File: config.mk
export PLATFORM = sky130hd
export DESIGN_NAME = button_hue_color_controller_top
export DESIGN_NICKNAME = d
export VERILOG_FILES = /design/src/bhc_pkg.sv /design/src/bhc_ctrl.sv /design/src/bhc_datapath.sv /design/src/button_hue_color_controller_top.sv
export SDC_FILE = /design/constraint.sdc
export NUM_CORES = 1
export LEC_CHECK = 0
export BUFFER_PORTS_ARGS = -buffer_cell sky130_fd_sc_hd__buf_2
export CAP_MARGIN = 40
export CORE_ASPECT_RATIO = 1.1
export CORE_UTILIZATION = 55
export CTS_BUF_LIST = sky130_fd_sc_hd__clkbuf_16
export DETAILED_ROUTE_END_ITERATION = 8
export GPL_TIMING_DRIVEN = 0
export PLACE_DENSITY = 0.75
export SLEW_MARGIN = 20
export SYNTH_ARGS = -nofsm -noshare
export SYNTH_HDL_FRONTEND = slang
export SYNTH_SLANG_ARGS = --single-unit
File: constraint.sdc
create_clock -name clock -period 11.2 [get_ports clock]
set_input_delay 0.56 -clock clock [delete_from_list [all_inputs] [get_ports clock]]
set_output_delay 0.56 -clock clock [all_outputs]
set_load 0.01 [all_outputs]
File: src/bhc_pkg.sv
// Shared types and constants for the button hue color controller.
// No dependencies; used by the controller, the datapath and the top level.
`timescale 1ns / 1ps

package bhc_pkg;

   // Opcodes of an input transfer
   localparam logic [1:0] OP_PRESS   = 2'd0;
   localparam logic [1:0] OP_RELEASE = 2'd1;
   localparam logic [1:0] OP_HOLD    = 2'd2;

   // Register indexes of the configuration port
   localparam logic [1:0] CSR_TAP_LIMIT = 2'd0;
   localparam logic [1:0] CSR_SWEEP     = 2'd1;
   localparam logic [1:0] CSR_LOW_LEVEL = 2'd2;

   localparam logic [15:0] TAP_LIMIT_RESET = 16'd500;
   localparam logic [15:0] SWEEP_RESET     = 16'd12000;
   localparam logic [2:0]  LOW_LEVEL_RESET = 3'd1;
   localparam logic [31:0] LAST_HOLD_RESET = 32'd500;

   localparam int HUE_RANGE = 360;
   localparam int DIV_BITS  = 41;                 // width of 360 * elapsed
   localparam int CNT_W     = $clog2(DIV_BITS);

   localparam logic [2:0]  QUARTERS_FULL = 3'd4;
   localparam logic [23:0] WHITE_BGR     = 24'hFFFFFF;

   typedef enum logic [2:0] {
      MODE_OFF         = 3'd0,
      MODE_SOLID_WHITE = 3'd1,
      MODE_NORMAL_HIGH = 3'd2,
      MODE_SOLID_HIGH  = 3'd3,
      MODE_SOLID_LOW   = 3'd4
   } lamp_mode_type;

   typedef enum logic [2:0] {
      ST_IDLE,
      ST_DECODE,
      ST_MUL,
      ST_DIV,
      ST_ADD,
      ST_COLOR,
      ST_EMIT
   } ctrl_state_type;

   typedef struct packed {
      logic accept;
      logic decode;
      logic mul;
      logic div_step;
      logic hue_add;
      logic color;
      logic emit;
   } ctrl_cmd_type;

   typedef struct packed {
      logic [1:0] op;
      logic       tap_hit;
      logic       div_last;
      logic       rsp_free;
   } dp_status_type;

endpackage

File: src/bhc_ctrl.sv
// Sequencer of the button hue color controller.
// Depends on bhc_pkg for the state, command and status types.
`timescale 1ns / 1ps

module bhc_ctrl (
   input  logic                   clock,
   input  logic                   reset,
   input  logic                   req_tvalid,
   output logic                   req_tready,
   input  bhc_pkg::dp_status_type status,
   output bhc_pkg::ctrl_cmd_type  cmd
);

   bhc_pkg::ctrl_state_type state_ff, state_in;

   always_ff @(posedge clock) begin
      if (reset) begin
         state_ff <= bhc_pkg::ST_IDLE;
      end else begin
         state_ff <= state_in;
      end
   end

   always_comb begin
      state_in   = state_ff;
      cmd        = '0;
      req_tready = 1'b0;
      case (state_ff)
         bhc_pkg::ST_IDLE: begin
            req_tready = 1'b1;
            if (req_tvalid) begin
               cmd.accept = 1'b1;
               state_in   = bhc_pkg::ST_DECODE;
            end
         end
         bhc_pkg::ST_DECODE: begin
            cmd.decode = 1'b1;
            case (status.op)
               bhc_pkg::OP_RELEASE:
                  state_in = status.tap_hit ? bhc_pkg::ST_COLOR : bhc_pkg::ST_EMIT;
               bhc_pkg::OP_HOLD:
                  state_in = status.tap_hit ? bhc_pkg::ST_EMIT : bhc_pkg::ST_MUL;
               default:
                  state_in = bhc_pkg::ST_EMIT;
            endcase
         end
         bhc_pkg::ST_MUL: begin
            cmd.mul  = 1'b1;
            state_in = bhc_pkg::ST_DIV;
         end
         bhc_pkg::ST_DIV: begin
            cmd.div_step = 1'b1;
            if (status.div_last) begin
               state_in = bhc_pkg::ST_ADD;
            end
         end
         bhc_pkg::ST_ADD: begin
            cmd.hue_add = 1'b1;
            state_in    = bhc_pkg::ST_COLOR;
         end
         bhc_pkg::ST_COLOR: begin
            cmd.color = 1'b1;
            state_in  = bhc_pkg::ST_EMIT;
         end
         bhc_pkg::ST_EMIT: begin
            // hold until the output register can take the result
            if (status.rsp_free) begin
               cmd.emit = 1'b1;
               state_in = bhc_pkg::ST_IDLE;
            end
         end
         default: begin
            state_in = bhc_pkg::ST_IDLE;
         end
      endcase
   end

endmodule

File: src/bhc_datapath.sv
// Datapath of the button hue color controller: configuration, lamp state,
// bit-serial hue step divider, hue-to-RGB conversion and output register.
// Depends on bhc_pkg.
`timescale 1ns / 1ps

module bhc_datapath (
   input  logic                   clock,
   input  logic                   reset,
   input  logic                   csr_we,
   input  logic [1:0]             csr_addr,
   input  logic [15:0]            csr_wdata,
   input  logic [31:0]            req_tdata,
   input  logic [1:0]             req_tuser,
   output logic                   rsp_tvalid,
   input  logic                   rsp_tready,
   output logic [31:0]            rsp_tdata,
   input  bhc_pkg::ctrl_cmd_type  cmd,
   output bhc_pkg::dp_status_type status
);

   localparam int DB = bhc_pkg::DIV_BITS;
   localparam int CW = bhc_pkg::CNT_W;

   logic [15:0] tap_ff, tap_in;
   logic [15:0] sweep_ff, sweep_in;
   logic [2:0]  lowq_ff, lowq_in;

   logic [1:0]  op_ff, op_in;
   logic [31:0] hold_ff, hold_in;
   bhc_pkg::lamp_mode_type mode_ff, mode_in;
   logic [8:0]  hue_ff, hue_in;
   logic [31:0] last_ff, last_in;
   logic        ind_ff, ind_in;
   logic        upd_ff, upd_in;

   logic [DB-1:0] prod_ff, prod_in;
   logic [15:0]   rem_ff, rem_in;
   logic [8:0]    qmod_ff, qmod_in;
   logic [CW-1:0] cnt_ff, cnt_in;

   logic [23:0] color_ff, color_in;
   logic        solid_sent_ff, solid_sent_in;
   logic        solid_on_ff, solid_on_in;

   logic        rsp_valid_ff, rsp_valid_in;
   logic [31:0] rsp_data_ff, rsp_data_in;

   // divider and color terms
   logic [31:0] delta;
   logic [15:0] sweep_eff;
   logic [16:0] rem_sh;
   logic        qbit;
   logic [9:0]  qm2;
   logic [9:0]  hue_sum;
   logic [6:0]  hm;
   logic [5:0]  spread;
   logic [5:0]  frac;
   logic [2:0]  q;
   logic [10:0] full_w;
   logic [7:0]  qm;
   logic [11:0] part_w;
   logic [7:0]  full;
   logic [7:0]  part;
   logic [7:0]  red, green, blue;

   always_ff @(posedge clock) begin
      if (reset) begin
         tap_ff       <= bhc_pkg::TAP_LIMIT_RESET;
         sweep_ff     <= bhc_pkg::SWEEP_RESET;
         lowq_ff      <= bhc_pkg::LOW_LEVEL_RESET;
         mode_ff      <= bhc_pkg::MODE_OFF;
         hue_ff       <= '0;
         last_ff      <= bhc_pkg::LAST_HOLD_RESET;
         ind_ff       <= 1'b0;
         rsp_valid_ff <= 1'b0;
      end else begin
         tap_ff       <= tap_in;
         sweep_ff     <= sweep_in;
         lowq_ff      <= lowq_in;
         mode_ff      <= mode_in;
         hue_ff       <= hue_in;
         last_ff      <= last_in;
         ind_ff       <= ind_in;
         rsp_valid_ff <= rsp_valid_in;
      end
   end

   always_ff @(posedge clock) begin
      op_ff         <= op_in;
      hold_ff       <= hold_in;
      upd_ff        <= upd_in;
      prod_ff       <= prod_in;
      rem_ff        <= rem_in;
      qmod_ff       <= qmod_in;
      cnt_ff        <= cnt_in;
      color_ff      <= color_in;
      solid_sent_ff <= solid_sent_in;
      solid_on_ff   <= solid_on_in;
      rsp_data_ff   <= rsp_data_in;
   end

   // configuration writes
   always_comb begin
      tap_in   = tap_ff;
      sweep_in = sweep_ff;
      lowq_in  = lowq_ff;
      if (csr_we) begin
         case (csr_addr)
            bhc_pkg::CSR_TAP_LIMIT: tap_in   = csr_wdata;
            bhc_pkg::CSR_SWEEP:     sweep_in = csr_wdata;
            bhc_pkg::CSR_LOW_LEVEL: lowq_in  = csr_wdata[2:0];
            default:                ;
         endcase
      end
   end

   assign delta     = (hold_ff >= last_ff) ? (hold_ff - last_ff) : 32'd0;
   assign sweep_eff = (sweep_ff == 16'd0) ? 16'd1 : sweep_ff;
   assign rem_sh    = {rem_ff, prod_ff[DB-1]};
   assign qbit      = (rem_sh >= {1'b0, sweep_eff});
   assign qm2       = {qmod_ff, qbit};
   assign hue_sum   = {1'b0, hue_ff} + {1'b0, qmod_ff};

   // lamp state, divider and hue update
   always_comb begin
      op_in   = op_ff;
      hold_in = hold_ff;
      mode_in = mode_ff;
      hue_in  = hue_ff;
      last_in = last_ff;
      ind_in  = ind_ff;
      upd_in  = upd_ff;
      prod_in = prod_ff;
      rem_in  = rem_ff;
      qmod_in = qmod_ff;
      cnt_in  = cnt_ff;

      if (cmd.accept) begin
         op_in   = req_tuser;
         hold_in = req_tdata;
      end

      if (cmd.decode) begin
         upd_in = 1'b0;
         case (op_ff)
            bhc_pkg::OP_PRESS: begin
               ind_in = 1'b1;
            end
            bhc_pkg::OP_RELEASE: begin
               ind_in = 1'b0;
               if (status.tap_hit) begin
                  upd_in  = 1'b1;
                  mode_in = (mode_ff == bhc_pkg::MODE_SOLID_LOW) ? bhc_pkg::MODE_OFF
                          : bhc_pkg::lamp_mode_type'(mode_ff + 3'd1);
               end
            end
            bhc_pkg::OP_HOLD: begin
               if (status.tap_hit) begin
                  last_in = {16'd0, tap_ff};
               end else begin
                  upd_in = 1'b1;
               end
            end
            default: ;
         endcase
      end

      if (cmd.mul) begin
         prod_in = {{(DB-32){1'b0}}, delta} * DB'(bhc_pkg::HUE_RANGE);
         rem_in  = '0;
         qmod_in = '0;
         cnt_in  = CW'(DB - 1);
      end

      // one quotient bit per cycle; keep the quotient reduced mod 360
      if (cmd.div_step) begin
         rem_in  = qbit ? 16'(rem_sh - {1'b0, sweep_eff}) : rem_sh[15:0];
         prod_in = {prod_ff[DB-2:0], 1'b0};
         qmod_in = (qm2 >= 10'(bhc_pkg::HUE_RANGE)) ? 9'(qm2 - 10'(bhc_pkg::HUE_RANGE))
                 : qm2[8:0];
         cnt_in  = cnt_ff - CW'(1);
      end

      if (cmd.hue_add) begin
         hue_in  = (hue_sum >= 10'(bhc_pkg::HUE_RANGE))
                 ? 9'(hue_sum - 10'(bhc_pkg::HUE_RANGE)) : hue_sum[8:0];
         last_in = hold_ff;
      end
   end

   // full-saturation hue to RGB; 255/240 reduces to 17/16
   always_comb begin
      if (hue_ff >= 9'd240) begin
         hm = 7'(hue_ff - 9'd240);
      end else if (hue_ff >= 9'd120) begin
         hm = 7'(hue_ff - 9'd120);
      end else begin
         hm = hue_ff[6:0];
      end
      spread = (hm >= 7'd60) ? 6'(hm - 7'd60) : 6'(7'd60 - hm);
      frac   = 6'd60 - spread;
      if (mode_ff == bhc_pkg::MODE_SOLID_LOW) begin
         q = (lowq_ff > bhc_pkg::QUARTERS_FULL) ? bhc_pkg::QUARTERS_FULL : lowq_ff;
      end else begin
         q = bhc_pkg::QUARTERS_FULL;
      end
      full_w = {8'd0, q} * 11'd255;
      full   = full_w[9:2];
      qm     = {5'd0, q} * {2'd0, frac};
      part_w = {4'd0, qm} * 12'd17;
      part   = part_w[11:4];
      red   = '0;
      green = '0;
      blue  = '0;
      if (hue_ff < 9'd60) begin
         red = full;  green = part;
      end else if (hue_ff < 9'd120) begin
         red = part;  green = full;
      end else if (hue_ff < 9'd180) begin
         green = full; blue = part;
      end else if (hue_ff < 9'd240) begin
         green = part; blue = full;
      end else if (hue_ff < 9'd300) begin
         red = part;  blue = full;
      end else begin
         red = full;  blue = part;
      end
   end

   always_comb begin
      color_in      = color_ff;
      solid_sent_in = solid_sent_ff;
      solid_on_in   = solid_on_ff;
      if (cmd.color) begin
         case (mode_ff)
            bhc_pkg::MODE_SOLID_WHITE: begin
               solid_sent_in = 1'b1; solid_on_in = 1'b1; color_in = bhc_pkg::WHITE_BGR;
            end
            bhc_pkg::MODE_NORMAL_HIGH: begin
               solid_sent_in = 1'b1; solid_on_in = 1'b0; color_in = {blue, green, red};
            end
            bhc_pkg::MODE_SOLID_HIGH, bhc_pkg::MODE_SOLID_LOW: begin
               solid_sent_in = 1'b1; solid_on_in = 1'b1; color_in = {blue, green, red};
            end
            default: begin
               solid_sent_in = 1'b0; solid_on_in = 1'b0; color_in = '0;
            end
         endcase
      end
   end

   // output register: a transfer frees it, emit loads it
   always_comb begin
      rsp_valid_in = rsp_valid_ff;
      rsp_data_in  = rsp_data_ff;
      if (cmd.emit) begin
         rsp_valid_in = 1'b1;
         if (upd_ff) begin
            rsp_data_in = {4'd0, ind_ff, color_ff, solid_on_ff, solid_sent_ff, 1'b1};
         end else begin
            rsp_data_in = {4'd0, ind_ff, 27'd0};
         end
      end else if (rsp_tready) begin
         rsp_valid_in = 1'b0;
      end
   end

   assign status.op       = op_ff;
   assign status.tap_hit  = (hold_ff <= {16'd0, tap_ff});
   assign status.div_last = (cnt_ff == CW'(0));
   assign status.rsp_free = !rsp_valid_ff || rsp_tready;

   assign rsp_tvalid = rsp_valid_ff;
   assign rsp_tdata  = rsp_data_ff;

endmodule

File: src/button_hue_color_controller_top.sv
// Button hue color controller: takes press, release and hold-report events
// and returns one lamp update result per event. A press, an unused opcode, a
// long release or a hold within the tap limit goes from decode straight to the
// emit step, which loads its result into the output register; a tap release
// passes through the color step first, and a hold report beyond the tap limit
// through the multiply step, the 41-step bit-serial divider that forms
// 360 * elapsed / sweep_time_ms one quotient bit per cycle, the hue add and
// the color step. A result still waiting in the output register holds the
// block in its last step. One event is in work at a time; the next is taken
// as soon as the previous result sits in the output register, even if it has
// not yet been taken.
// Depends on bhc_pkg, bhc_ctrl and bhc_datapath.
`timescale 1ns / 1ps

module button_hue_color_controller_top (
   input  logic        clock,
   input  logic        reset,
   input  logic        csr_we,
   input  logic [1:0]  csr_addr,
   input  logic [15:0] csr_wdata,
   input  logic        req_tvalid,
   output logic        req_tready,
   input  logic [31:0] req_tdata,   // [31:0] hold_ms
   input  logic [1:0]  req_tuser,   // [1:0] opcode
   output logic        rsp_tvalid,
   input  logic        rsp_tready,
   output logic [31:0] rsp_tdata    // [0] update_sent, [1] solid_sent, [2] solid_on,
                                    // [26:3] color_word, [27] indicator_on, [31:28] zero
);

   bhc_pkg::ctrl_cmd_type  cmd;
   bhc_pkg::dp_status_type status;

   bhc_ctrl u_ctrl (
      .clock      (clock),
      .reset      (reset),
      .req_tvalid (req_tvalid),
      .req_tready (req_tready),
      .status     (status),
      .cmd        (cmd)
   );

   bhc_datapath u_dp (
      .clock      (clock),
      .reset      (reset),
      .csr_we     (csr_we),
      .csr_addr   (csr_addr),
      .csr_wdata  (csr_wdata),
      .req_tdata  (req_tdata),
      .req_tuser  (req_tuser),
      .rsp_tvalid (rsp_tvalid),
      .rsp_tready (rsp_tready),
      .rsp_tdata  (rsp_tdata),
      .cmd        (cmd),
      .status     (status)
   );

endmodule

# --- Yosys cells after proc, flatten, opt, wreduce, memory -nomap -nowiden ---
# Cells that the tools add are included.
op_classes:
  addsub: 12
  multipliers: 4
  magnitude_cmp: 14
  n_eq_ne: 17
  muxes: 64
  reduce_logical: 23
op_table:
  columns: ["operator", "n"]
  rows:
  - ["two-way mux 32 bit", 5]
  - ["two-way mux 8 bit", 14]
  - ["two-way mux 41 bit", 2]
  - ["two-way mux 16 bit", 4]
  - ["case mux 24 bit (2 select lines)", 1]
  - ["multiplier 32 x 6 -> 38 bit, second input constant", 1]
  - ["two-way mux 9 bit", 4]
  - [">= comparator 32 bit", 1]
  - ["less-or-equal comparator 32 x 16 -> 1 bit", 1]
  - ["subtractor 32 bit", 1]
  - ["two-way mux 3 bit", 7]
  - ["case mux 3 bit (7 select lines)", 1]
  - [">= comparator 10 x 9 -> 1 bit, second input constant", 2]
  - ["less-than comparator 9 x 8 -> 1 bit, second input constant", 2]
  - ["two-way mux 6 bit", 3]
  - ["subtractor 9 bit, second input constant", 2]
  - [">= comparator 17 x 16 -> 1 bit", 1]
  - ["two-way mux 1 bit", 17]
  - ["logical NOT 16 bit", 1]
  - ["subtractor 16 bit", 1]
  - ["two-way mux 7 bit", 2]
  - ["subtractor 7 bit, second input constant", 2]
  - ["== test 3 x 2 -> 1 bit, second input constant", 4]
  - ["== test 3 bit, second input constant", 4]
  - ["other kinds (32)", 51]
totals:
  ff_bits: 242
  inputBits: 57
  output_inout_bits: 34

# --- Depth between registers and ports, before layout ---
# Gate-level depths: netlist of the first run.
depth:
  ltp_word: 14
  ltp_mapped: 35

# --- Modules after synthesis ---
# A second synthesis of the first run with hierarchy kept.
unflattened:
  cells_unflattened: 1947
  area_unflattened_um2: 18355.1
by_module_without_submodules:
  columns: ["mod", "instances", "cells_each", "area_per_inst_um2", "seq_area_each_um2"]
  rows:
  - ["bhc_datapath", 1, 1907, 17986.0, 6366.1]
  - ["bhc_ctrl", 1, 40, 369.1, 60.1]

# --- Worst setup path before layout of the first run ---
# OpenSTA, ideal clock, no wires.
synth_path:
  kind: "flip-flop to flip-flop"
  startpoint: "register u_dp.hold_ff[0]"
  endpoint: "register u_dp.prod_ff[39], data pin"
  setup_ps: 270
  arrival_ps: 7159
  setup_slack_ps: 3771
  path_stages_with_launch: 36
  path_buffers: 1
  cell_sequence: "edfxtp_1 inv_1 ha_1 inv_1 fa_1 a21o_1 a21oi_1 o21ba_2 o211a_1 or2_2 o221ai_1 a221oi_1 o21ai_0 o2111a_1 o22ai_1 clkbuf_1 nor2_1 ha_1 ha_1 inv_1 fa_1 inv_1 ha_1 inv_1 fa_1 nor2b_1 o21a_1 o21ai_0 a221o_1 o31a_1 and4_1 o31ai_1 a221oi_1 a21oi_1 xnor2_1 a21oi_1"
synth_between:
  elab_chain_len: 5
  elab_cells_between_ends: 6
synth_rtl:
  columns: ["item", "line_no", "text"]
  rows:
  - ["from (decl)", "bhc_datapath.sv:29", "logic [31:0] hold_ff, hold_in;"]
  - ["from (signal assigned)", "bhc_datapath.sv:90", "hold_ff <= hold_in;"]
  - ["subtractor 32 bit / >= comparator 32 bit (equally long branches)", "bhc_datapath.sv:117", "assign delta = (hold_ff >= last_ff) ? (hold_ff - last_ff) : 32'd0;"]
  - ["two-way mux 32 bit (*)", "bhc_datapath.sv:117", null]
  - ["multiplier 32 x 6 -> 38 bit (*)", "bhc_datapath.sv:169", "prod_in = {{(DB-32){1'b0}}, delta} * DB'(bhc_pkg::HUE_RANGE);"]
  - ["two-way mux 41 bit (*)", "bhc_datapath.sv:168", "if (cmd.mul) begin"]
  - ["two-way mux 41 bit (*)", "bhc_datapath.sv:176", "if (cmd.div_step) begin"]
  - ["via u_dp.prod_in[39]", "bhc_datapath.sv:36", "logic [DB-1:0] prod_ff, prod_in;"]
  - ["to (signal assigned)", "bhc_datapath.sv:92", "prod_ff <= prod_in;"]
  - ["to (decl)", "bhc_datapath.sv:36", null]
# The timed path passes the listed nets; every way through them passes the cells marked *. The select of a mux whose other input is x is not followed.
# A chain may end at the register's enable or synchronous reset.

# --- Worst setup path after layout of the first run ---
layout_path:
  startpoint: "register u_dp.hold_ff[0]"
  endpoint: "register u_dp.prod_ff[40], data pin"
# Same word-level chain as after synthesis.

==> results of run 1 <==
==> cell usage in the layout (no fill, tap or decap), types with 56 or more instances in the layout <==
cell type / synthesis / layout
sky130_fd_sc_hd__nor2_1: 188 / 188
sky130_fd_sc_hd__xnor2_1: 56 / 56
sky130_fd_sc_hd__fa_1: 73 / 73
sky130_fd_sc_hd__ha_1: 186 / 186
sky130_fd_sc_hd__buf_2: 2 / 87
sky130_fd_sc_hd__clkbuf_1: 62 / 62
sky130_fd_sc_hd__edfxtp_1: 158 / 158
sky130_fd_sc_hd__o21ai_0: 95 / 95
sky130_fd_sc_hd__a21oi_1: 149 / 149
sky130_fd_sc_hd__dfxtp_1: 84 / 84
sky130_fd_sc_hd__inv_1: 268 / 270
sky130_fd_sc_hd__nand2_1: 164 / 164
==> cells by family (layout without fill, tap and decap cells) <==
kind of cell | count (synthesis) | after routing | synth area share [%]
multiplexers | 29 | 29 | 1.631
AO/OA/AOI/OAI | 470 | 470 | 16.65
XOR/XNOR | 93 | 93 | 4.526
AND/OR/NAND/NOR | 566 | 566 | 14.41
buffers and inverters | 339 | 479 | 7.038
other | 1 | 6 | 0.02046
adder cells (fa/ha/maj) | 259 | 259 | 20.67
flip-flops | 242 | 242 | 35.06
==> worst paths after layout <==
kind / start / depth (start not counted) / to
worst max-delay path: u_dp.hold_ff[0]$_DFFE_PP_ / 34 / u_dp.prod_ff[40]$_DFFE_PP_
worst min-delay path: req_tdata[9] / 1 / u_dp.hold_ff[9]$_DFFE_PP_
worst max register to register: u_dp.hold_ff[0]$_DFFE_PP_ / 34 / u_dp.prod_ff[40]$_DFFE_PP_
worst min register to register: u_dp.ind_ff$_SDFFE_PP0P_ / 0 / u_dp.rsp_tdata[27]$_DFFE_PP_
==> stage by stage <==
stage | hold WS, ps | util (%) | instances | cell area (µm²) | setup slack (ps)
final | 185.2 | 62.36 | 2570 | 20300 | 2111
after global routing | 169.8 | 62.36 | 2570 | 20300 | 1572
after CTS | 170.6 | 62.35 | 2568 | 20290 | 2169
after detailed placement | 431.8 | 59.65 | 2520 | 19410 | 2195
after global placement | 423.5 | 59.30 | 2513 | 19300 | 2183
after floorplan | 409.0 | - | 2002 | 18340 | 3771
==> layer usage <==
metal	GRT usage, %	part of all wire [%]
met5	0	0
met4	11.34	4.5
met3	2.771	4.3
met2	47.55	50
met1	31.33	41
==> final cells by class <==
cell class	count	share of cell area, %
multi-input combinational	1421	52.42
clock inverter	22	1.116
sequential	242	31.66
antenna	2	0.02466
tap	426	2.626
inverter	268	4.956
buffer	71	1.399
timing repair buffer	92	2.589
clock buffer	26	3.206
==> flip-flops by register name, indices dropped and copies added (netlist names), 2 cells and up <==
name             count
u_dp.hue_ff          9
u_dp.op_ff           2
u_dp.qmod_ff         9
u_dp.tap_ff         16
u_ctrl.state_ff      3
u_dp.prod_ff        38
u_dp.rsp_tdata      28
u_dp.lowq_ff         3
u_dp.sweep_ff       16
u_dp.last_ff        32
u_dp.cnt_ff          6
u_dp.mode_ff         3
u_dp.rem_ff         16
u_dp.hold_ff        32
u_dp.color_ff       24
==> metrics.sh, run 1 <==
COREAREA_UM2=32550
ROUTEDWLPERCELL_UM=17.40
TIMING.MAX_SLEW.REL_SLACK_PCT=39.18
CTS_MAX_PATH_BUFFERS=3
NUMCLOCKSINKS=242
GRT_START_MAX_NET_PINS=31
FIRST_PASS_GRT_WIRE_LENGTH_MM=72.50
FIRST_GLOBAL_VIAS=14801
CRITPATHBUFINV=6
CRIT_ARRIVAL_PS=9390
CP_TOP_FAMILY='compound AO/OA/AOI/OAI gates'
SYNTH_WARNINGS=0
CRITICAL_PATH.STARTPOINT_TYPE='register'
ANTENNA_VIOLATING_NETS_POST_ROUTE=0
CTS.REPAIR_TIMING.SETUP_BUFFER_COUNT=0
ROUTE.DETAILED.VIAS_PER_INST=5.688
SETUP_VIOLATIONS=0
CTS_HOLD_BUFFERS=0
TIMING_WORST_SETUP_PATH_TYPE='register to register'
VIAS=14618
DRT_DRC_VIOLATIONS_LEFT=0
CRIT_PATH_MAX_CELL_DELAY_PS=540
ACHIEVABLE-FREQUENCY_MHz=110.0
STATUS='finished, final reports clean'
CLOCK_INSERTION_DELAY_WORST_SKEW_PS=550
SYNTH_ENABLE_FLOP_CELLS=158
POST_ROUTE_CELLS_DRIVE_ABOVE_1_SHARE_PCT=7.750
FINAL-SEQ-AREA_UM2=6426
GRT_SETUP_UNREPAIRED='false'
CTS-BUFFERS-INSERTED=26
SYN_INST=1999
DRTPASS1ITERATIONS=5
SYNTH_CELL_TYPES=77
SYNTH.LARGEST_AREA_CELL='sky130_fd_sc_hd__edfxtp_1'
CP_DATA_REQUIRED_TIME_PS=11500
WORSTHOLDPATHTYPE='input port to register'
CTS.ROOT.BUFFER_CELL='sky130_fd_sc_hd__clkbuf_16'
TIMING.MAX_CAP.VIOLATIONS=0
SYNTH.TOP_CELLS.BY_AREA='sky130_fd_sc_hd__edfxtp_1, sky130_fd_sc_hd__ha_1, sky130_fd_sc_hd__dfxtp_1, sky130_fd_sc_hd__fa_1, sky130_fd_sc_hd__inv_1'
FIN_SKEW_PS=17.33
CRITICAL-PATH-SLOWEST-CELL='sky130_fd_sc_hd__fa_1'
FLOORPLAN.INITIALDENSITY_PCT=56.32
CRITPATHCAPTURETYPE='register'
AREA_GROWTH_PCT=10.73
WIRELENGTH_MM=44.72
CRIT_FANOUT=10
PORT_BUFFERS=85
ROWS=69
DIE_AREA_UM2=34060
GRT_ANTENNA_BEFORE_REPAIR=2
FINAL_PERIOD_MINUS_WORST_SETUP_SLACK_PS=9089
FINAL_WORST_PATH_PERIOD_SHARE_PCT=81.15
SYNTH_AREA_UM2=18330
HTREEDEPTH=1
AREA_OF_THE_MULTI_INPUT_GATES_UM2=10640
GRT-OVFL-TOTAL=0
GLOBALPLACE.CONGESTION=0.8959
POST_CTS_RESIZE_COUNT=0
SYNTH-SEQ-CELLS=242
CLK_TRANSITION_REPORTED_PATHS_PS=60
DIEWIDTH_UM=176.1
FINALSETUPTNS_PS=0
MAX_SLEW_VIOLATION_TOTAL_FROM_THE_FINAL_REPORT=0
SYNTH.MOST_COMMON_CELL='sky130_fd_sc_hd__inv_1'
PORTION_OF_THE_POST_SYNTHESIS_AREA_USED_BY_SEQUENTIAL_ELEMENTS_PCT=35.06
TRACK_USAGE_PCT=26.32
CP_COMMON_CELL='sky130_fd_sc_hd__inv_1'
PLACE.DETAILED.HPWL_MM=35.71
SYNTH.CELLS.MOST_FREQUENT='sky130_fd_sc_hd__inv_1, sky130_fd_sc_hd__nor2_1, sky130_fd_sc_hd__ha_1'
WORSTMARGINPINSLEW_PS=900.4
FLOORPLAN.DIE.HEIGHT_UM=193.5
FIRST_ITER_VIOLATIONS=877
AVGSYNTHCELLAREA_UM2=9.170
FINAL-HOLD-VIOLATION-COUNT=0
R2R_SETUP_SLACK_PS=2110
TRITONCTS_CLOCK_TREE='done'
AREA_SHARE_OF_THE_LEADING_CELL_TYPE_IN_THE_SYNTHESIZED_NETLIST_PCT=25.88
TOP_LEVEL_PORTS=91
NETS=2438
FILLERS=2714
YS_ASYNC_SR_FRACTION_PCT=0
YOSYS_MOST_USED_DFF='sky130_fd_sc_hd__edfxtp_1'
Power of run 1 is left out: the tool's default activity adds up to more than one toggle a clock period on the data nets, which glitch-free logic cannot reach.
==> run 2, diff against run 1 <==
PLACE_DENSITY = 0.78   (was 0.75)
clock period = 7.34 ns   (was 11.2 ns; I/O delays follow)
==> metrics.sh, run 2 (synthesis gave the netlist of run 1 again) <==
ACHIEVABLE-FREQUENCY_MHz=137.9  # was 110.0 MHz
N_ANTENNA_CELL=0  # was 2
FINALSETUPTNS_PS=0  # unchanged
FIRST_ITER_VIOLATIONS=1373  # was 877
CRITPATHBUFINV=6  # unchanged
R2R_SETUP_SLACK_PS=90  # was 2110 ps
USE_MET2_PCT=49.10  # was 47.55%
ANTENNA_VIOLATING_NETS_POST_ROUTE=0  # unchanged
LARGEST_REGISTER_FF_COUNT=38  # unchanged
CRITICAL_PATH.REG2REG.ENDPOINT='u_dp.prod_ff[20]$_DFFE_PP_'  # was u_dp.prod_ff[40]$_DFFE_PP_
CRIT_FANOUT=8  # was 10
LARGESTREGISTERS='u_dp.prod_ff x38, u_dp.hold_ff x32, u_dp.last_ff x32'  # unchanged
FIN_SKEW_PS=12.16  # was 17.33 ps
TIMING.RR.START='u_dp.hold_ff[0]$_DFFE_PP_'  # unchanged
PLACE.DETAILED.HPWL_MM=35.38  # was 35.71 mm
HTREEDEPTH=1  # unchanged
CP_TOP_FAMILY='compound AO/OA/AOI/OAI gates'  # unchanged
TOP_REGISTER='u_dp.prod_ff'  # unchanged
ROWS=69  # unchanged
CRIT_ARRIVAL_PS=7530  # was 9390 ps
TRITONCTS_CLOCK_TREE='done'  # unchanged
WIRELENGTH_MM=49.32  # was 44.72 mm
TOP_LIBRARY_CELLS_BY_USAGE_IN_THE_LAYOUT_FILL_AND_TAPS_ASIDE='sky130_fd_sc_hd__inv_1, sky130_fd_sc_hd__nor2_1, sky130_fd_sc_hd__nand2_1, sky130_fd_sc_hd__ha_1, sky130_fd_sc_hd__edfxtp_1'  # was sky130_fd_sc_hd__inv_1, sky130_fd_sc_hd__nor2_1, sky130_fd_sc_hd__ha_1, sky130_fd_sc_hd__nand2_1, sky130_fd_sc_hd__edfxtp_1
DIE_AREA_UM2=34060  # unchanged
FINAL_WORST_PATH_PERIOD_SHARE_PCT=98.77  # was 81.15%
COMMONEST_NON_FILL_NON_TAP_CELL_IN_THE_LAYOUT='sky130_fd_sc_hd__inv_1'  # unchanged
CTS_MAX_PATH_BUFFERS=3  # unchanged
GRT_MOST_USED_LAYER='met2'  # unchanged
FIRST_GLOBAL_VIAS=14918  # was 14801
AREA_GROWTH_PCT=17.76  # was 10.73%
PORT_BUFFERS=85  # unchanged
WORSTMARGINPINSLEW_PS=879.5  # was 900.4 ps
FLOORPLAN.INITIALDENSITY_PCT=56.32  # unchanged
WORST_HOLD_SLACK_PS=-8.941  # was 185.2 ps
FAILED_CHECKS='negative hold slack'
STATUS='finished with violations'  # was finished, final reports clean
VIAS=15382  # was 14618
FLOORPLAN.DIE.HEIGHT_UM=193.5  # unchanged
CLK_TRANSITION_REPORTED_PATHS_PS=60  # about the same
TRACK_USAGE_PCT=26.98  # was 26.32%
GLOBALPLACE.CONGESTION=0.8855  # was 0.8959
TOP_LEVEL_PORTS=91  # unchanged
GRT_START_MAX_NET_PINS=34  # was 31
GRT_SETUP_UNREPAIRED='true'  # was false
DIEWIDTH_UM=176.1  # unchanged
WORST_HOLD_PATH_CELL_COUNT=1  # unchanged
CRITICAL_PATH.STARTPOINT_TYPE='register'  # unchanged
WORST-R2R-CELL-COUNT=33  # was 34
HOLD_END='u_dp.hold_ff[18]$_DFFE_PP_'  # was u_dp.hold_ff[9]$_DFFE_PP_
CRIT_PATH_MAX_CELL_DELAY_PS=570  # was 540 ps
CRITPATHCAPTURETYPE='register'  # unchanged
COREAREA_UM2=32550  # unchanged
SETUP_VIOLATIONS=0  # unchanged
WORSTHOLDPATHTYPE='input port to register'  # unchanged
NETS=2510  # was 2438
MAX_SLEW_VIOLATION_TOTAL_FROM_THE_FINAL_REPORT=0  # unchanged
DRT_DRC_VIOLATIONS_LEFT=0  # unchanged
TIMING_WORST_SETUP_PATH_TYPE='register to register'  # unchanged
TIMING.MAX_CAP.VIOLATIONS=0  # unchanged
POST_ROUTE_CELLS_DRIVE_ABOVE_1_SHARE_PCT=14.28  # was 7.750%
GRT_USE_MET1_PCT=32.31  # was 31.33%
CRITICAL-PATH-SLOWEST-CELL='sky130_fd_sc_hd__fa_2'  # was sky130_fd_sc_hd__fa_1
FIRST_PASS_GRT_WIRE_LENGTH_MM=73.69  # was 72.50 mm
CTS-BUFFERS-INSERTED=26  # unchanged
FINISH.CELL_COUNT_WITHOUT_FILLERS=2639  # was 2570
DRTPASS1ITERATIONS=6  # was 5
GRT-OVFL-TOTAL=0  # unchanged
GRT_ANTENNA_BEFORE_REPAIR=0  # was 2
NUMCLOCKSINKS=242  # unchanged
CLOCK_INSERTION_DELAY_WORST_SKEW_PS=550  # about the same
PLACED_CELLS=2520  # unchanged
TIMING.HOLD.WORST.START='req_tdata[18]'  # was req_tdata[9]
GROUTE.LAYER.MET3.USAGE_PCT=2.928  # was 2.771%
TIMING.MAX_SLEW.REL_SLACK_PCT=41.36  # was 39.18%
CTS.ROOT.BUFFER_CELL='sky130_fd_sc_hd__clkbuf_16'  # unchanged
CP_DATA_REQUIRED_TIME_PS=7620  # was 11500 ps
FINAL-HOLD-VIOLATION-COUNT=2  # was 0
ROUTEDWLPERCELL_UM=18.69  # was 17.40 µm
FILLERS=2474  # was 2714
ROUTE.DETAILED.VIAS_PER_INST=5.829  # was 5.688
FINAL_PERIOD_MINUS_WORST_SETUP_SLACK_PS=7250  # was 9089 ps
[run 2: worst max path at each step]
stage	endpoint	start	depth (start not counted)	slack, ps
3_5_place_dp	u_dp.prod_ff[40]$_DFFE_PP_	u_dp.hold_ff[0]$_DFFE_PP_	32	-1320
2_1_floorplan	u_dp.prod_ff[39]$_DFFE_PP_	u_dp.hold_ff[0]$_DFFE_PP_	35	50
6_report	u_dp.prod_ff[20]$_DFFE_PP_	u_dp.hold_ff[0]$_DFFE_PP_	33	90
5_1_grt	u_dp.prod_ff[25]$_DFFE_PP_	u_dp.hold_ff[0]$_DFFE_PP_	37	-100
4_1_cts	u_dp.color_ff[7]$_DFFE_PP_	u_dp.hue_ff[4]$_SDFFE_PP0P_	29	9
3_3_place_gp	u_dp.prod_ff[39]$_DFFE_PP_	u_dp.hold_ff[0]$_DFFE_PP_	35	-1270
[run 2: routing by layer]
layer | vias up | part of all wire [%]
met5 | - | 0
met4 | 0 | 4.7
met3 | 175 | 5.5
met2 | 597 | 51
met1 | 7305 | 39
li1 | 7305 | -
[run 2: cell type report]
class / instances / area (µm²) / area share, %
Multi-Input combinational cell: 1421 / 11350 / 52.57
Sequential cell: 242 / 6434 / 29.81
Timing Repair Buffer: 165 / 1151 / 5.333
Inverter: 268 / 1008 / 4.672
Clock buffer: 28 / 700.7 / 3.246
Tap cell: 426 / 533.0 / 2.469
Buffer: 70 / 314.1 / 1.455
Clock inverter: 19 / 97.59 / 0.4521
[run 2: stage by stage]
stage | utilization, % | hold slack (ps) | setup slack (ps) | area, µm²
finish | 66.32 | -8.941 | 90.39 | 21590
global route | 66.32 | -6.276 | -102.3 | 21590
CTS | 63.68 | 0.1159 | 8.801 | 20730
detailed placement | 59.66 | 442.5 | -1321 | 19420
global placement | 59.32 | 443.1 | -1268 | 19310
floorplan | - | 409.0 | 52.83 | 18350
[run 2: worst reg2reg max path, delay by kind of cell (launching register included)]
family	cells	cell delay (ps)
and+or+nand+nor	3	340
DFF	1	430
buffers and inverters	6	550
xor gates and xnor gates	1	260
adders and majority gates	6	2130
AOI/OAI and AO/OA	17	3260
[run 2: repair_timing]
item                                   4_1_cts  5_1_grt
setup endpoints to repair                   41       32
setup buffers                               15       34
pin swaps                                   25       87
cloned                                       0        1
gates resized for setup                     47      122
hold buffers                                21        2
endpoints found under the hold margin       21        2
Power of run 2 is left out for the same reason.
==> run 3, diff against run 2 <==
RECOVER_POWER = 100   (was default)
==> metrics.sh, run 3 (synthesis gave the netlist of run 1 again) <==
ROUTEDWLPERCELL_UM=18.70  # was 18.69 µm
FIRST_PASS_GRT_WIRE_LENGTH_MM=73.69  # unchanged
ROUTE.DETAILED.VIAS_PER_INST=5.838  # was 5.829
FINAL-HOLD-VIOLATION-COUNT=2  # unchanged
TOP_LIBRARY_CELLS_BY_USAGE_IN_THE_LAYOUT_FILL_AND_TAPS_ASIDE='sky130_fd_sc_hd__inv_1, sky130_fd_sc_hd__nor2_1, sky130_fd_sc_hd__nand2_1, sky130_fd_sc_hd__ha_1, sky130_fd_sc_hd__edfxtp_1'  # unchanged
CTS_MAX_PATH_BUFFERS=3  # unchanged
GRT_SETUP_UNREPAIRED='true'  # unchanged
LARGESTREGISTERS='u_dp.prod_ff x38, u_dp.hold_ff x32, u_dp.last_ff x32'  # unchanged
FLOORPLAN.INITIALDENSITY_PCT=56.32  # unchanged
PLACE.DETAILED.HPWL_MM=35.38  # unchanged
FIN_SKEW_PS=12.60  # was 12.16 ps
CRIT_FANOUT=6  # was 8
DRTPASS1ITERATIONS=6  # unchanged
DIE_AREA_UM2=34060  # unchanged
CLK_TRANSITION_REPORTED_PATHS_PS=60  # about the same
CRITICAL-PATH-SLOWEST-CELL='sky130_fd_sc_hd__fa_1'  # was sky130_fd_sc_hd__fa_2
TRITONCTS_CLOCK_TREE='done'  # unchanged
NETS=2510  # unchanged
FLOORPLAN.DIE.HEIGHT_UM=193.5  # unchanged
TIMING_WORST_SETUP_PATH_TYPE='register to register'  # unchanged
FAILED_CHECKS='negative hold slack, max-capacitance violations, max-slew violations'  # was negative hold slack
CTS.ROOT.BUFFER_CELL='sky130_fd_sc_hd__clkbuf_16'  # unchanged
DIEWIDTH_UM=176.1  # unchanged
CTS-BUFFERS-INSERTED=26  # unchanged
MAX_SLEW_VIOLATION_TOTAL_FROM_THE_FINAL_REPORT=83  # was 0
GRT_ANTENNA_BEFORE_REPAIR=0  # unchanged
TOP_REGISTER='u_dp.prod_ff'  # unchanged
CRIT_PATH_MAX_CELL_DELAY_PS=520  # was 570 ps
ROWS=69  # unchanged
FINAL_WORST_PATH_PERIOD_SHARE_PCT=98.56  # was 98.77%
GROUTE.LAYER.MET3.USAGE_PCT=2.928  # unchanged
STATUS='finished with violations'  # unchanged
USE_MET2_PCT=49.10  # unchanged
CRITICAL_PATH.STARTPOINT_TYPE='register'  # unchanged
FIRST_ITER_VIOLATIONS=1339  # was 1373
NUMCLOCKSINKS=242  # unchanged
WORSTMARGINPINSLEW_PS=1980  # was 879.5 ps
TIMING.MAX_CAP.VIOLATIONS=3  # was 0
TIMING.MAX_SLEW.REL_SLACK_PCT=-32.00  # was 41.36%
FIRST_GLOBAL_VIAS=14918  # unchanged
CRITPATHCAPTURETYPE='register'  # unchanged
WORSTHOLDPATHTYPE='input port to register'  # unchanged
HTREEDEPTH=1  # unchanged
LARGEST_REGISTER_FF_COUNT=38  # unchanged
CRIT_ARRIVAL_PS=7510  # was 7530 ps
WIRELENGTH_MM=49.38  # was 49.32 mm
GRT-OVFL-TOTAL=0  # unchanged
DRT_DRC_VIOLATIONS_LEFT=0  # unchanged
CLOCK_INSERTION_DELAY_WORST_SKEW_PS=550  # about the same
AREA_GROWTH_PCT=17.13  # was 17.76%
TOP_LEVEL_PORTS=91  # unchanged
GRT_MOST_USED_LAYER='met2'  # unchanged
POST_ROUTE_CELLS_DRIVE_ABOVE_1_SHARE_PCT=12.20  # was 14.28%
COMMONEST_NON_FILL_NON_TAP_CELL_IN_THE_LAYOUT='sky130_fd_sc_hd__inv_1'  # unchanged
GRT_USE_MET1_PCT=32.31  # unchanged
WORST_HOLD_SLACK_PS=-5.642  # was -8.941 ps
FINAL_PERIOD_MINUS_WORST_SETUP_SLACK_PS=7234  # was 7250 ps
CP_DATA_REQUIRED_TIME_PS=7620  # about the same
TRACK_USAGE_PCT=26.98  # unchanged
GLOBALPLACE.CONGESTION=0.8855  # unchanged
ANTENNA_VIOLATING_NETS_POST_ROUTE=0  # unchanged
SETUP_VIOLATIONS=0  # unchanged
GRT_START_MAX_NET_PINS=34  # unchanged
PORT_BUFFERS=85  # unchanged
ACHIEVABLE-FREQUENCY_MHz=138.2  # was 137.9 MHz
COREAREA_UM2=32550  # unchanged
VIAS=15411  # was 15382
FINALSETUPTNS_PS=0  # unchanged
==> run 3: cell count changes in the layout (fill, tap and decap cells not counted), moves of 2 or more <==
cell,change
sky130_fd_sc_hd__and2_1,-23
sky130_fd_sc_hd__buf_4,-2
sky130_fd_sc_hd__buf_12,-3
sky130_fd_sc_hd__buf_2,-38
sky130_fd_sc_hd__clkbuf_1,+43
sky130_fd_sc_hd__and2_0,+24
==> run 3: area by class of cell <==
type	instances	area, µm²
Antenna cell	1	2.502
Buffer	70	314.1
Clock buffer	28	700.7
Clock inverter	19	97.59
Fill cell	2489	11080
Inverter	268	1008
Multi-Input combinational cell	1421	11330
Sequential cell	242	6434
Tap cell	426	533.0
Timing Repair Buffer	165	1049
==> run 3: final timing paths <==
path / start / end / slack (ps) / depth (start not counted)
setup / recovery: u_dp.hue_ff[5]$_SDFFE_PP0P_ / u_dp.color_ff[5]$_DFFE_PP_ / 110 / 34
hold / removal: req_tdata[18] / u_dp.hold_ff[18]$_DFFE_PP_ / -6 / 1
setup reg to reg: u_dp.hue_ff[5]$_SDFFE_PP0P_ / u_dp.color_ff[5]$_DFFE_PP_ / 110 / 34
hold reg to reg: u_dp.ind_ff$_SDFFE_PP0P_ / u_dp.rsp_tdata[27]$_DFFE_PP_ / 450 / 0
==> run 3: layer usage <==
| layer | routed length [µm] | up-vias | part of all wire, % |
|---|---|---|---|
| li1 | - | 7303 | - |
| met2 | 25190 | 597 | 51 |
| met1 | 19200 | 7357 | 39 |
| met3 | 2770 | 154 | 5.6 |
| met5 | 0 | - | 0 |
| met4 | 2219 | 0 | 4.5 |
==> run 3: through the flow <==
step	util [%]	hold WS [ps]	cell area (µm²)	setup WS [ps]	instances
after CTS	63.68	0.1159	20730	8.801	2602
after detailed placement	59.66	442.5	19420	-1321	2520
after floorplan	-	409.0	18350	52.83	2002
after global placement	59.32	443.1	19310	-1268	2513
final	65.97	-5.642	21470	105.9	2640
after global routing	65.96	-6.276	21470	-102.3	2639
==> run 3: critical path, delay by kind of cell, from the launching register on <==
family / cells / cell delay [ps]
AO/OA/AOI/OAI: 14 / 2640
adder cells (fa/ha/maj): 6 / 1770
AND/OR/NAND/NOR: 7 / 1130
XOR/XNOR: 4 / 640
flip-flops: 1 / 370
multiplexers: 1 / 190
buffers and inverters: 2 / 190
==> run 3: repair_timing <==
| item | 4_1_cts | 5_1_grt |
|---|---|---|
| hold endpoints to repair | 21 | 2 |
| hold buffers | 21 | 2 |
| gates cloned | 0 | 1 |
| buffers inserted | 15 | 34 |
| endpoints found under the setup margin | 41 | 32 |
| pin swaps | 25 | 87 |
| resized for setup | 47 | 122 |
Power of run 3 is left out for the same reason.
